==> config.mk <==
export PLATFORM = sky130hd
export DESIGN_NAME = step_dir_position_tracker
export DESIGN_NICKNAME = d
export VERILOG_FILES = /design/src/hdl/sdpt_pkg.sv /design/src/hdl/step_dir_position_tracker.sv /design/src/hdl/sdpt_regs.sv /design/src/hdl/sdpt_axis.sv
export SDC_FILE = /design/constraint.sdc
export NUM_CORES = 2
export LEC_CHECK = 0
export ABC_AREA = 1
export BUFFER_PORTS_ARGS = -buffer_cell sky130_fd_sc_hd__buf_2
export CAP_MARGIN = 20
export CORE_MARGIN = 1.5
export CORE_UTILIZATION = 36
export DETAILED_ROUTE_END_ITERATION = 8
export PLACE_DENSITY = 0.53
export SLEW_MARGIN = 20
export SYNTH_ARGS = -nofsm -noshare
export SYNTH_HDL_FRONTEND = slang
export SYNTH_HIERARCHICAL = 1
export SYNTH_SLANG_ARGS = --single-unit
==> constraint.sdc <==
create_clock -name clk -period 19.1 [get_ports clk]
set_input_delay 1.91 -clock clk [delete_from_list [all_inputs] [get_ports clk]]
set_output_delay 1.91 -clock clk [all_outputs]
set_load 0.01 [all_outputs]
==> src/hdl/sdpt_pkg.sv <==
// ----------------------------------------------------------------------------
// sdpt_pkg
// Shared types and constants for the step/direction position tracker.
// ----------------------------------------------------------------------------
`default_nettype none

package sdpt_pkg;

  // Fixed widths of the stream fields and configuration registers
  localparam int LIMIT_BITS   = 24;
  localparam int LINE_BITS    = 4;
  localparam int OUT_AXES     = 4;
  localparam int OUT_POS_BITS = 24;
  localparam int S_DATA_BITS  = 8;
  localparam int M_DATA_BITS  = 112;
  localparam int APB_ADDR_BITS = 5;
  localparam int APB_DATA_BITS = 32;

  // Register index, taken from paddr[4:2]
  typedef enum logic [2:0] {
    REG_X_LOW    = 3'd0,
    REG_X_HIGH   = 3'd1,
    REG_Y_LOW    = 3'd2,
    REG_Y_HIGH   = 3'd3,
    REG_STEP_INV = 3'd4,
    REG_DIR_INV  = 3'd5,
    REG_RSVD6    = 3'd6,
    REG_RSVD7    = 3'd7
  } reg_index_t;

  typedef struct packed {
    logic signed [LIMIT_BITS-1:0] x_low;
    logic signed [LIMIT_BITS-1:0] x_high;
    logic signed [LIMIT_BITS-1:0] y_low;
    logic signed [LIMIT_BITS-1:0] y_high;
    logic [LINE_BITS-1:0]         step_inv;
    logic [LINE_BITS-1:0]         dir_inv;
  } sdpt_cfg_t;

  // Settings seen by one axis lane
  typedef struct packed {
    logic                         step_inv;
    logic                         dir_inv;
    logic signed [LIMIT_BITS-1:0] low;
    logic signed [LIMIT_BITS-1:0] high;
  } axis_cfg_t;

  // Status produced by one axis lane
  typedef struct packed {
    logic taken;
    logic rev_hit;
    logic fwd_hit;
  } axis_flags_t;

endpackage

`default_nettype wire

==> src/hdl/step_dir_position_tracker.sv <==
// ----------------------------------------------------------------------------
// step_dir_position_tracker
// Position counters for AXES step/direction driven motor axes.
// ----------------------------------------------------------------------------
// Each transaction on the slave stream carries one new level of every step and
// direction line. A step line change away from the axis's idle level (step
// invert mask) counts one step; the direction line, compared with the
// direction invert mask, picks -1 or +1. The moved position is clamped to the
// axis limits (even axes use the X pair, odd axes the Y pair; with crossed
// limits the axis lands on the high limit) and saturated to POSITION_BITS. A
// newly written limit does not move an axis until it steps, but the limit
// flags compare against it at once. Every input transaction yields exactly one
// output transaction with all positions, a step-taken flag and the per-axis
// reverse/forward limit flags. The block takes one transaction per clock while
// the master stream is not stalled; an accepted input is held in the input
// register, then the lane logic writes its result into the result register,
// which presents it on the master stream. Each lane updates its position
// register as the result register is loaded.
// Write configuration only while the block is idle.
// ----------------------------------------------------------------------------
`default_nettype none

module step_dir_position_tracker
  import sdpt_pkg::*;
#(
  parameter int AXES          = 4,
  parameter int POSITION_BITS = 24
) (
  input  wire logic                     clk,
  input  wire logic                     rst,
  // APB configuration port
  input  wire logic                     psel,
  input  wire logic                     penable,
  input  wire logic                     pwrite,
  input  wire logic [APB_ADDR_BITS-1:0] paddr,
  input  wire logic [APB_DATA_BITS-1:0] pwdata,
  output logic      [APB_DATA_BITS-1:0] prdata,
  output logic                          pready,
  // Slave stream
  input  wire logic                     s_tvalid,
  output logic                          s_tready,
  input  wire logic [S_DATA_BITS-1:0]   s_tdata,  // [3:0] step_lines, [7:4] dir_lines
  // Master stream
  output logic                          m_tvalid,
  input  wire logic                     m_tready,
  // [23:0] axis0_position, [47:24] axis1_position, [71:48] axis2_position,
  // [95:72] axis3_position, [96] step_taken, [100:97] reverse_limit_hit,
  // [104:101] forward_limit_hit, [111:105] zero
  output logic [M_DATA_BITS-1:0]        m_tdata
);

  localparam int FLAG_BASE = OUT_AXES * OUT_POS_BITS;

  sdpt_cfg_t cfg;

  sdpt_regs u_regs (
    .clk     (clk),
    .rst     (rst),
    .psel    (psel),
    .penable (penable),
    .pwrite  (pwrite),
    .paddr   (paddr),
    .pwdata  (pwdata),
    .prdata  (prdata),
    .pready  (pready),
    .cfg     (cfg)
  );

  // Input register
  logic                 in_valid;
  logic [LINE_BITS-1:0] in_step;
  logic [LINE_BITS-1:0] in_dir;
  logic                 advance;
  logic                 accept;

  // Move the held item into the result register when that register is free
  assign advance  = in_valid && (!m_tvalid || m_tready);
  assign s_tready = !in_valid || advance;
  assign accept   = s_tvalid && s_tready;

  always_ff @(posedge clk) begin
    if (rst) begin
      in_valid <= 1'b0;
    end else if (accept) begin
      in_valid <= 1'b1;
    end else if (advance) begin
      in_valid <= 1'b0;
    end
  end

  always_ff @(posedge clk) begin
    if (accept) begin
      in_step <= s_tdata[LINE_BITS-1:0];
      in_dir  <= s_tdata[2*LINE_BITS-1:LINE_BITS];
    end
  end

  // Per-axis lanes; axes beyond the line width never see a step
  logic [AXES-1:0]         lane_step;
  logic [AXES-1:0]         lane_dir;
  logic [AXES-1:0]         last_step;
  logic [AXES-1:0]         last_step_next;
  logic [AXES-1:0]         lane_taken;
  logic [OUT_AXES-1:0]     rev_next;
  logic [OUT_AXES-1:0]     fwd_next;
  logic [FLAG_BASE-1:0]    pos_field_next;
  axis_cfg_t               acfg       [AXES];
  axis_flags_t             lane_flags [AXES];
  logic signed [POSITION_BITS-1:0] lane_pos [AXES];

  for (genvar i = 0; i < AXES; i++) begin : g_axis
    if (i < LINE_BITS) begin : g_line
      assign lane_step[i]     = in_step[i];
      assign lane_dir[i]      = in_dir[i];
      assign acfg[i].step_inv = cfg.step_inv[i];
      assign acfg[i].dir_inv  = cfg.dir_inv[i];
    end else begin : g_noline
      assign lane_step[i]     = 1'b0;
      assign lane_dir[i]      = 1'b0;
      assign acfg[i].step_inv = 1'b0;
      assign acfg[i].dir_inv  = 1'b0;
    end

    if (i % 2 == 1) begin : g_odd
      assign acfg[i].low  = cfg.y_low;
      assign acfg[i].high = cfg.y_high;
    end else begin : g_even
      assign acfg[i].low  = cfg.x_low;
      assign acfg[i].high = cfg.x_high;
    end

    sdpt_axis #(
      .POSITION_BITS (POSITION_BITS)
    ) u_axis (
      .clk      (clk),
      .rst      (rst),
      .advance  (advance),
      .step_new (lane_step[i]),
      .step_old (last_step[i]),
      .dir      (lane_dir[i]),
      .acfg     (acfg[i]),
      .pos_next (lane_pos[i]),
      .flags    (lane_flags[i])
    );

    assign lane_taken[i] = lane_flags[i].taken;
  end

  // Pack the reported axes; missing axes report zero
  for (genvar j = 0; j < OUT_AXES; j++) begin : g_out
    if (j < AXES) begin : g_used
      if (POSITION_BITS >= OUT_POS_BITS) begin : g_trunc
        assign pos_field_next[j*OUT_POS_BITS +: OUT_POS_BITS] =
          lane_pos[j][OUT_POS_BITS-1:0];
      end else begin : g_sext
        assign pos_field_next[j*OUT_POS_BITS +: OUT_POS_BITS] =
          {{(OUT_POS_BITS-POSITION_BITS){lane_pos[j][POSITION_BITS-1]}}, lane_pos[j]};
      end
      assign rev_next[j] = lane_flags[j].rev_hit;
      assign fwd_next[j] = lane_flags[j].fwd_hit;
    end else begin : g_unused
      assign pos_field_next[j*OUT_POS_BITS +: OUT_POS_BITS] = '0;
      assign rev_next[j] = 1'b0;
      assign fwd_next[j] = 1'b0;
    end
  end

  assign last_step_next = lane_step;

  // Step line history
  always_ff @(posedge clk) begin
    if (rst) begin
      last_step <= '0;
    end else if (advance) begin
      last_step <= last_step_next;
    end
  end

  // Result register
  always_ff @(posedge clk) begin
    if (rst) begin
      m_tvalid <= 1'b0;
    end else if (advance) begin
      m_tvalid <= 1'b1;
    end else if (m_tready) begin
      m_tvalid <= 1'b0;
    end
  end

  always_ff @(posedge clk) begin
    if (advance) begin
      m_tdata <= {{(M_DATA_BITS-FLAG_BASE-1-2*OUT_AXES){1'b0}},
                  fwd_next, rev_next, |lane_taken, pos_field_next};
    end
  end

  // An empty input register always takes a transaction
  a_ready_when_empty: assert property (@(posedge clk) disable iff (rst)
    !in_valid |-> s_tready)
    else $error("input register empty but s_tready low");

  // Step history moves only with an item
  a_history_hold: assert property (@(posedge clk) disable iff (rst)
    !advance |=> $stable(last_step))
    else $error("step history changed without an item");

  // No step line change means no step reported
  a_no_change_no_step: assert property (@(posedge clk) disable iff (rst)
    (advance && (lane_step == last_step)) |=> !m_tdata[FLAG_BASE])
    else $error("step_taken set without a step line change");

  // A loaded result is valid on the next cycle
  a_result_valid: assert property (@(posedge clk) disable iff (rst)
    advance |=> m_tvalid)
    else $error("result register loaded but m_tvalid low");

endmodule

`default_nettype wire

==> src/hdl/sdpt_regs.sv <==
// ----------------------------------------------------------------------------
// sdpt_regs
// APB register file holding the axis limits and the line polarity masks.
// ----------------------------------------------------------------------------
`default_nettype none

module sdpt_regs
  import sdpt_pkg::*;
(
  input  wire logic                     clk,
  input  wire logic                     rst,
  input  wire logic                     psel,
  input  wire logic                     penable,
  input  wire logic                     pwrite,
  input  wire logic [APB_ADDR_BITS-1:0] paddr,
  input  wire logic [APB_DATA_BITS-1:0] pwdata,
  output logic      [APB_DATA_BITS-1:0] prdata,
  output logic                          pready,
  output sdpt_cfg_t                     cfg
);

  reg_index_t idx;
  logic       wr_en;

  assign idx    = reg_index_t'(paddr[4:2]);
  assign wr_en  = psel && penable && pwrite;
  assign pready = 1'b1;

  always_ff @(posedge clk) begin
    if (rst) begin
      cfg.x_low    <= '0;
      cfg.x_high   <= {1'b0, {(LIMIT_BITS-1){1'b1}}};
      cfg.y_low    <= '0;
      cfg.y_high   <= {1'b0, {(LIMIT_BITS-1){1'b1}}};
      cfg.step_inv <= '0;
      cfg.dir_inv  <= '0;
    end else if (wr_en) begin
      unique case (idx)
        REG_X_LOW:    cfg.x_low    <= pwdata[LIMIT_BITS-1:0];
        REG_X_HIGH:   cfg.x_high   <= pwdata[LIMIT_BITS-1:0];
        REG_Y_LOW:    cfg.y_low    <= pwdata[LIMIT_BITS-1:0];
        REG_Y_HIGH:   cfg.y_high   <= pwdata[LIMIT_BITS-1:0];
        REG_STEP_INV: cfg.step_inv <= pwdata[LINE_BITS-1:0];
        REG_DIR_INV:  cfg.dir_inv  <= pwdata[LINE_BITS-1:0];
        default: begin
        end
      endcase
    end
  end

  // Limits read back sign-extended, masks zero-extended
  always_comb begin
    unique case (idx)
      REG_X_LOW:    prdata = APB_DATA_BITS'(cfg.x_low);
      REG_X_HIGH:   prdata = APB_DATA_BITS'(cfg.x_high);
      REG_Y_LOW:    prdata = APB_DATA_BITS'(cfg.y_low);
      REG_Y_HIGH:   prdata = APB_DATA_BITS'(cfg.y_high);
      REG_STEP_INV: prdata = {{(APB_DATA_BITS-LINE_BITS){1'b0}}, cfg.step_inv};
      REG_DIR_INV:  prdata = {{(APB_DATA_BITS-LINE_BITS){1'b0}}, cfg.dir_inv};
      default:      prdata = '0;
    endcase
  end

endmodule

`default_nettype wire

==> src/hdl/sdpt_axis.sv <==
// ----------------------------------------------------------------------------
// sdpt_axis
// One axis lane: position register, step detection, move, clamp and flags.
// ----------------------------------------------------------------------------
`default_nettype none

module sdpt_axis
  import sdpt_pkg::*;
#(
  parameter int POSITION_BITS = 24
) (
  input  wire logic                             clk,
  input  wire logic                             rst,
  input  wire logic                             advance,
  input  wire logic                             step_new,
  input  wire logic                             step_old,
  input  wire logic                             dir,
  input  axis_cfg_t                             acfg,
  output logic signed [POSITION_BITS-1:0]       pos_next,
  output axis_flags_t                           flags
);

  localparam int CW = ((POSITION_BITS > LIMIT_BITS) ? POSITION_BITS : LIMIT_BITS) + 2;
  localparam logic signed [CW-1:0] POS_MAX =
    {{(CW-POSITION_BITS+1){1'b0}}, {(POSITION_BITS-1){1'b1}}};
  localparam logic signed [CW-1:0] POS_MIN =
    {{(CW-POSITION_BITS+1){1'b1}}, {(POSITION_BITS-1){1'b0}}};

  logic signed [POSITION_BITS-1:0] pos;
  logic signed [CW-1:0] cur_w, lo_w, hi_w, moved, clamp_lo, clamp_hi, sat, upd_w;
  logic counted;

  assign counted = (step_new != step_old) && (step_new != acfg.step_inv);
  assign cur_w   = CW'(pos);
  assign lo_w    = CW'($signed(acfg.low));
  assign hi_w    = CW'($signed(acfg.high));

  always_comb begin
    moved    = (dir == acfg.dir_inv) ? cur_w - CW'(1) : cur_w + CW'(1);
    // Raise to the low limit first, then lower to the high limit
    clamp_lo = (moved < lo_w) ? lo_w : moved;
    clamp_hi = (clamp_lo > hi_w) ? hi_w : clamp_lo;
    sat      = (clamp_hi > POS_MAX) ? POS_MAX :
               (clamp_hi < POS_MIN) ? POS_MIN : clamp_hi;
    upd_w    = counted ? sat : cur_w;
  end

  assign pos_next      = upd_w[POSITION_BITS-1:0];
  assign flags.taken   = counted;
  assign flags.rev_hit = (upd_w <= lo_w);
  assign flags.fwd_hit = (upd_w >= hi_w);

  always_ff @(posedge clk) begin
    if (rst) begin
      pos <= '0;
    end else if (advance && counted) begin
      pos <= pos_next;
    end
  end

endmodule

`default_nettype wire

# --- Yosys cells after proc, flatten, opt, wreduce, memory -nomap -nowiden ---
# Index checks and enable logic that the tools add are counted.
op_classes:
  order_cmp: 24
  n_mux: 29
  n_eq_ne: 17
  addsub: 8
  n_reduce_logical: 26
op_table:
  columns: ["op", "n"]
  rows:
  - ["26-bit two-way mux", 24]
  - ["32-bit one-hot mux with 6 select lines", 1]
  - ["26-bit by 24-bit greater-or-equal comparator with 1-bit output", 4]
  - ["26-bit by 24-bit greater-than comparator with 1-bit output", 4]
  - ["26-bit by 24-bit greater-than comparator with 1-bit output (second input constant)", 4]
  - ["26-bit by 24-bit <= comparator with 1-bit output", 4]
  - ["26-bit by 24-bit < comparator with 1-bit output", 4]
  - ["26-bit by 24-bit < comparator with 1-bit output (second input constant)", 4]
  - ["24-bit by 2-bit adder with 25-bit output (second input constant)", 4]
  - ["24-bit by 2-bit subtractor with 25-bit output (second input constant)", 4]
  - ["1-bit logical AND", 12]
  - ["2-bit AND reduction", 6]
  - ["1-bit != test", 8]
  - ["3-bit by 2-bit == test with 1-bit output (second input constant)", 2]
  - ["3-bit == test (second input constant)", 2]
  - ["1-bit == test", 4]
  - ["1-bit two-way mux", 4]
  - ["2-bit nonzero test", 2]
  - ["4-bit OR reduction", 1]
  - ["3-bit by 1-bit == test with 1-bit output (second input constant)", 1]
  - ["3-bit logical NOT", 1]
  - ["1-bit logical NOT", 2]
  - ["1-bit logical OR", 2]
word_totals:
  elab_cells: 120
  out_inout_bits: 147
  reg_bits: 319
  input_bits: 52

# --- Logic depth before layout (Yosys ltp) ---
depth:
  depth_word: 11
  depth_mapped: 65

# --- Cells and area by module ---
# Netlist, hierarchy kept.
by_module_without_submodules:
  columns: ["module", "instances", "cells_each", "area_per_inst_um2"]
  rows:
  - ["sdpt_axis at g_axis[0].u_axis ...", 3, 1023, 5885.6]
  - ["sdpt_axis at g_axis[1].u_axis", 1, 1025, 5987.0]
  - ["sdpt_regs", 1, 787, 4944.7]
  - ["step_dir_position_tracker", 1, 162, 3731.1]

# --- Worst setup path before layout ---
# OpenSTA, ideal clock, no wires.
synth_path:
  path_type: "input -> register"
  from: "in m_tready"
  to: "reg g_axis[0].u_axis.pos[23]"
  n_path_buf: 1
  stages: 6
  setup_slack_ps: 9768
  arrival_ps: 9216
  path_cell_list: "inv_2 > a21oi_1 > nand2_1 > clkbuf_1 > o21ai_0 > inv_1"
synth_via:
  elab_chain_len: 3
synth_lines:
  columns: ["element", "line_no", "rtl"]
  rows:
  - ["from (decl)", "step_dir_position_tracker.sv:45", "input wire logic m_tready,"]
  - ["1-bit logical OR", "step_dir_position_tracker.sv:77", "assign advance = in_valid && (!m_tvalid || m_tready);"]
  - ["1-bit logical AND", "step_dir_position_tracker.sv:77", null]
  - ["via advance", "step_dir_position_tracker.sv:73", "logic advance;"]
  - ["1-bit logical AND", "sdpt_axis.sv:56", "end else if (advance && counted) begin"]
  - ["to (signal assigned)", "sdpt_axis.sv:57", "pos <= pos_next;"]
  - ["to (decl)", "sdpt_axis.sv:29", "logic signed [POSITION_BITS-1:0] pos;"]
# The timed path passes the listed nets, and every way through them passes these cells.
# A chain may end at the register's enable or synchronous reset.

==> metrics.txt <==
final-layout setup total negative slack=0 ns; fraction of the mapped netlist area in adder cells=15.5%; power density over the cells=114 mW/mm^2; share of the synthesized area in the top cell type=18.3%; element type at the critical path end=flip-flop; number of sinks on the clock net=319; violated checks=design-rule violations; unrepaired setup endpoints after global routing=false; Worst Clk Skew=0.0299 ns; data arrival time of the critical path=11.07 ns; final worst hold slack=0.508 ns; GP Congestion=0.954; Die Ht=303 um; maximum vdd drop=0.0745 mV; most common cell type on the critical path=nand2_1; type of the tightest min-delay check=reg -> reg; Worst Setup Path Type=reg -> reg; required time of the critical path=19.47 ns; number of optimization iterations in the first detailed-route pass=9; count of flip-flops with a built-in enable after synthesis=113; Worst Tran Pin Value=1.11 ns; mapped cell area=0.0323 sq mm; number of nets at the end of the flow=5,579; share of post-route cells with drive strength above 1=7.96%; Final Hold Vio Count=0; portion of the post-synthesis area used by sequential elements=23.3%; startpoint types=flip-flop; clock latency on the worst-skew pair=0.62 ns; CTS Hold Buffers Added=0; port buffer count=180; number of design rule violations left after detail routing=7; effective utilization at floorplan=36.5%; multiplexer share of the synthesized area=0%; Max Root-Sink Buffers=3; CTS Buf Count=42; number of setup violations in the final report=0; relative slew slack=26.1%; Die Width=303 um; overall track demand over capacity in global routing=26.5%; cell type group with the largest total delay on the critical path=simple AND/OR/NAND/NOR gates; max-cap viol count=0; Core Footprint=0.0886 sq mm; detailed-route vias per instance=5.23; vias in the first global route=30.9k; maximum frequency from static timing analysis=93.4 MHz; Final Max Tran Viols=0; wire length after detailed routing=124 mm; Clock Tree Root=clkbuf_16; buffer and inverter count on the worst path=8; initial antenna violation count=7; die area=0.0916 sq mm; share of flip-flops with an asynchronous set or reset after synthesis=0%; main combinational cell family by area after synthesis=simple AND/OR/NAND/NOR gates; number of DRC markers in iteration 0=2,488; most frequent cells after synthesis=nand2_1 (1,574), inv_1 (734), nand3_1 (425); average wire per cell in the routed design=19.6 um; Placed Instance Area=0.0340 sq mm; total via count after detailed routing=33.1k; number of standard cells after synthesis=5,043; cell type with the largest total area after synthesis=nand2_1; TritonCTS clock tree=done; static power due to leakage=19.0 nW; crit path max-delay cell type=a22oi_1; DPL Wire Length=96.2 mm; post-synthesis register bit count=319; synthesized-area fraction occupied by ao, oa, aoi and oai cells=14.6%; time the final worst path needs with I/O delays and setup=10.71 ns; top area cells in the synthesized netlist=nand2_1 (18%), ha_1 (15%), dfxtp_1 (13%); Boundary Pins=199; design area=0.0354 sq mm; first-pass GRT wire length=186 mm; Yosys warning total=6; aggregate global routing overflow=0; share of the cycle needed by the critical path after routing=56.1%; ys flop type=dfxtp_1; number of instances resized during post-cts repair=0; number of distinct library cell variants in the gate-level netlist after synthesis=47; Critical Path Fanout Max=35; largest net degree at the start of global routing=127; Filler cells=9,814; outcome=complete, but fails checks; H-tree levels=2; signed area change from the synthesized netlist to the final layout=9.47%; simple-gate area share of the yosys netlist=33.4%; antenna viol nets, final=0; Mean Syn Cell Area=6.41 sq um; XOR/XNOR share of the synthesized area=1.19%; most frequent cell after synthesis=nand2_1; stage delay of the slowest cell on the critical path=0.82 ns; number of cell rows=109; register clock-pin slew on the reported worst setup and hold paths=0.06 ns; Post-CTS Setup Bufs=0
area by class of cell:
type | count | area (sq um) | area share, %
Inverter | 758 | 2850 | 8.05
Multi-Input combinational cell | 3786 | 21000 | 59.2
Antenna cell | 4 | 10.0 | 0.0283
Timing Repair Buffer | 220 | 1220 | 3.45
Clock buffer | 56 | 1130 | 3.19
Clock inverter | 22 | 244 | 0.690
Tap cell | 1165 | 1460 | 4.12
Sequential cell | 319 | 7520 | 21.2
cell usage in the layout, fill, tap and decap left out, types with 36 or more instances in the layout:
| cell | count |
|---|---|
| o21ai_0 | 203 |
| edfxtp_1 | 113 |
| a41oi_1 | 53 |
| buf_2 | 179 |
| clkbuf_16 | 42 |
| xor2_1 | 36 |
| dfxtp_1 | 206 |
| buf_4 | 39 |
| nor2_1 | 335 |
| inv_1 | 734 |
| nand2_2 | 52 |
| a22oi_1 | 88 |
| a21oi_1 | 304 |
| ha_1 | 400 |
| nand2_1 | 1573 |
| nand3_1 | 425 |
| nand4_1 | 60 |
tightest hold or removal path: stages, from the launching register on:
cell and delay (ns):
dfxtp_1 0.33, nand2_1 0.07, nand3_1 0.06
registers in the layout, indices dropped and copies added, names as in the netlist:
name / count
u_regs/cfg: 104
in_valid: 1
m_tvalid: 1
last_step: 4
in_dir: 4
m_tdata: 105
in_step: 4
g_axis.u_axis/pos: 96
report_power, final:
group          leakage (nW)  internal, mW  total (mW)  switching (mW)
combinational          15.6         0.733        2.38            1.65
clock                 0.669         0.461       0.810           0.349
sequential             2.75         0.804       0.838          0.0337
stage by stage:
step	cells	power, mW	setup WS, ns	util, %
finish	6330	4.03	8.39	39.9
global route	6330	4.37	7.45	39.9
CTS	6325	4.03	8.43	39.9
detailed placement	6247	3.19	8.48	38.3
global placement	6247	3.17	8.53	38.3
floorplan	5049	2.50	9.77	-
worst paths after layout:
check / endpoint / cells after the start / slack, ns / startpoint
worst max-delay path: m_tdata[103] / 54 / 8.39 / u_regs/cfg[2]
worst min-delay path: u_regs/cfg[10] / 2 / 0.51 / u_regs/cfg[10]
worst max register to register: m_tdata[103] / 54 / 8.39 / u_regs/cfg[2]
worst min register to register: u_regs/cfg[10] / 2 / 0.51 / u_regs/cfg[10]
per-layer routing:
metal  part of all wire (%)  routed length [um]  track usage, %  vias up
li1                       -                   -               -    16713
met3                    5.2                6470            2.66      190
met5                 0.0097                  12               0        -
met4                    4.2                5190            11.3        2
met2                     46               56700            43.6      889
met1                     45               55600            35.3    15315
logic make-up (layout without fill, tap and decap cells):
family                   count (synthesis)  in the layout
XOR/XNOR                                44             44
other                                    2             12
buffers and inverters                  944           1056
flip-flops                             319            319
AO/OA/AOI/OAI                          775            775
adder cells (fa/ha/maj)                400            400
AND/OR/NAND/NOR                       2559           2559
Power figures use the tool's default switching activity.
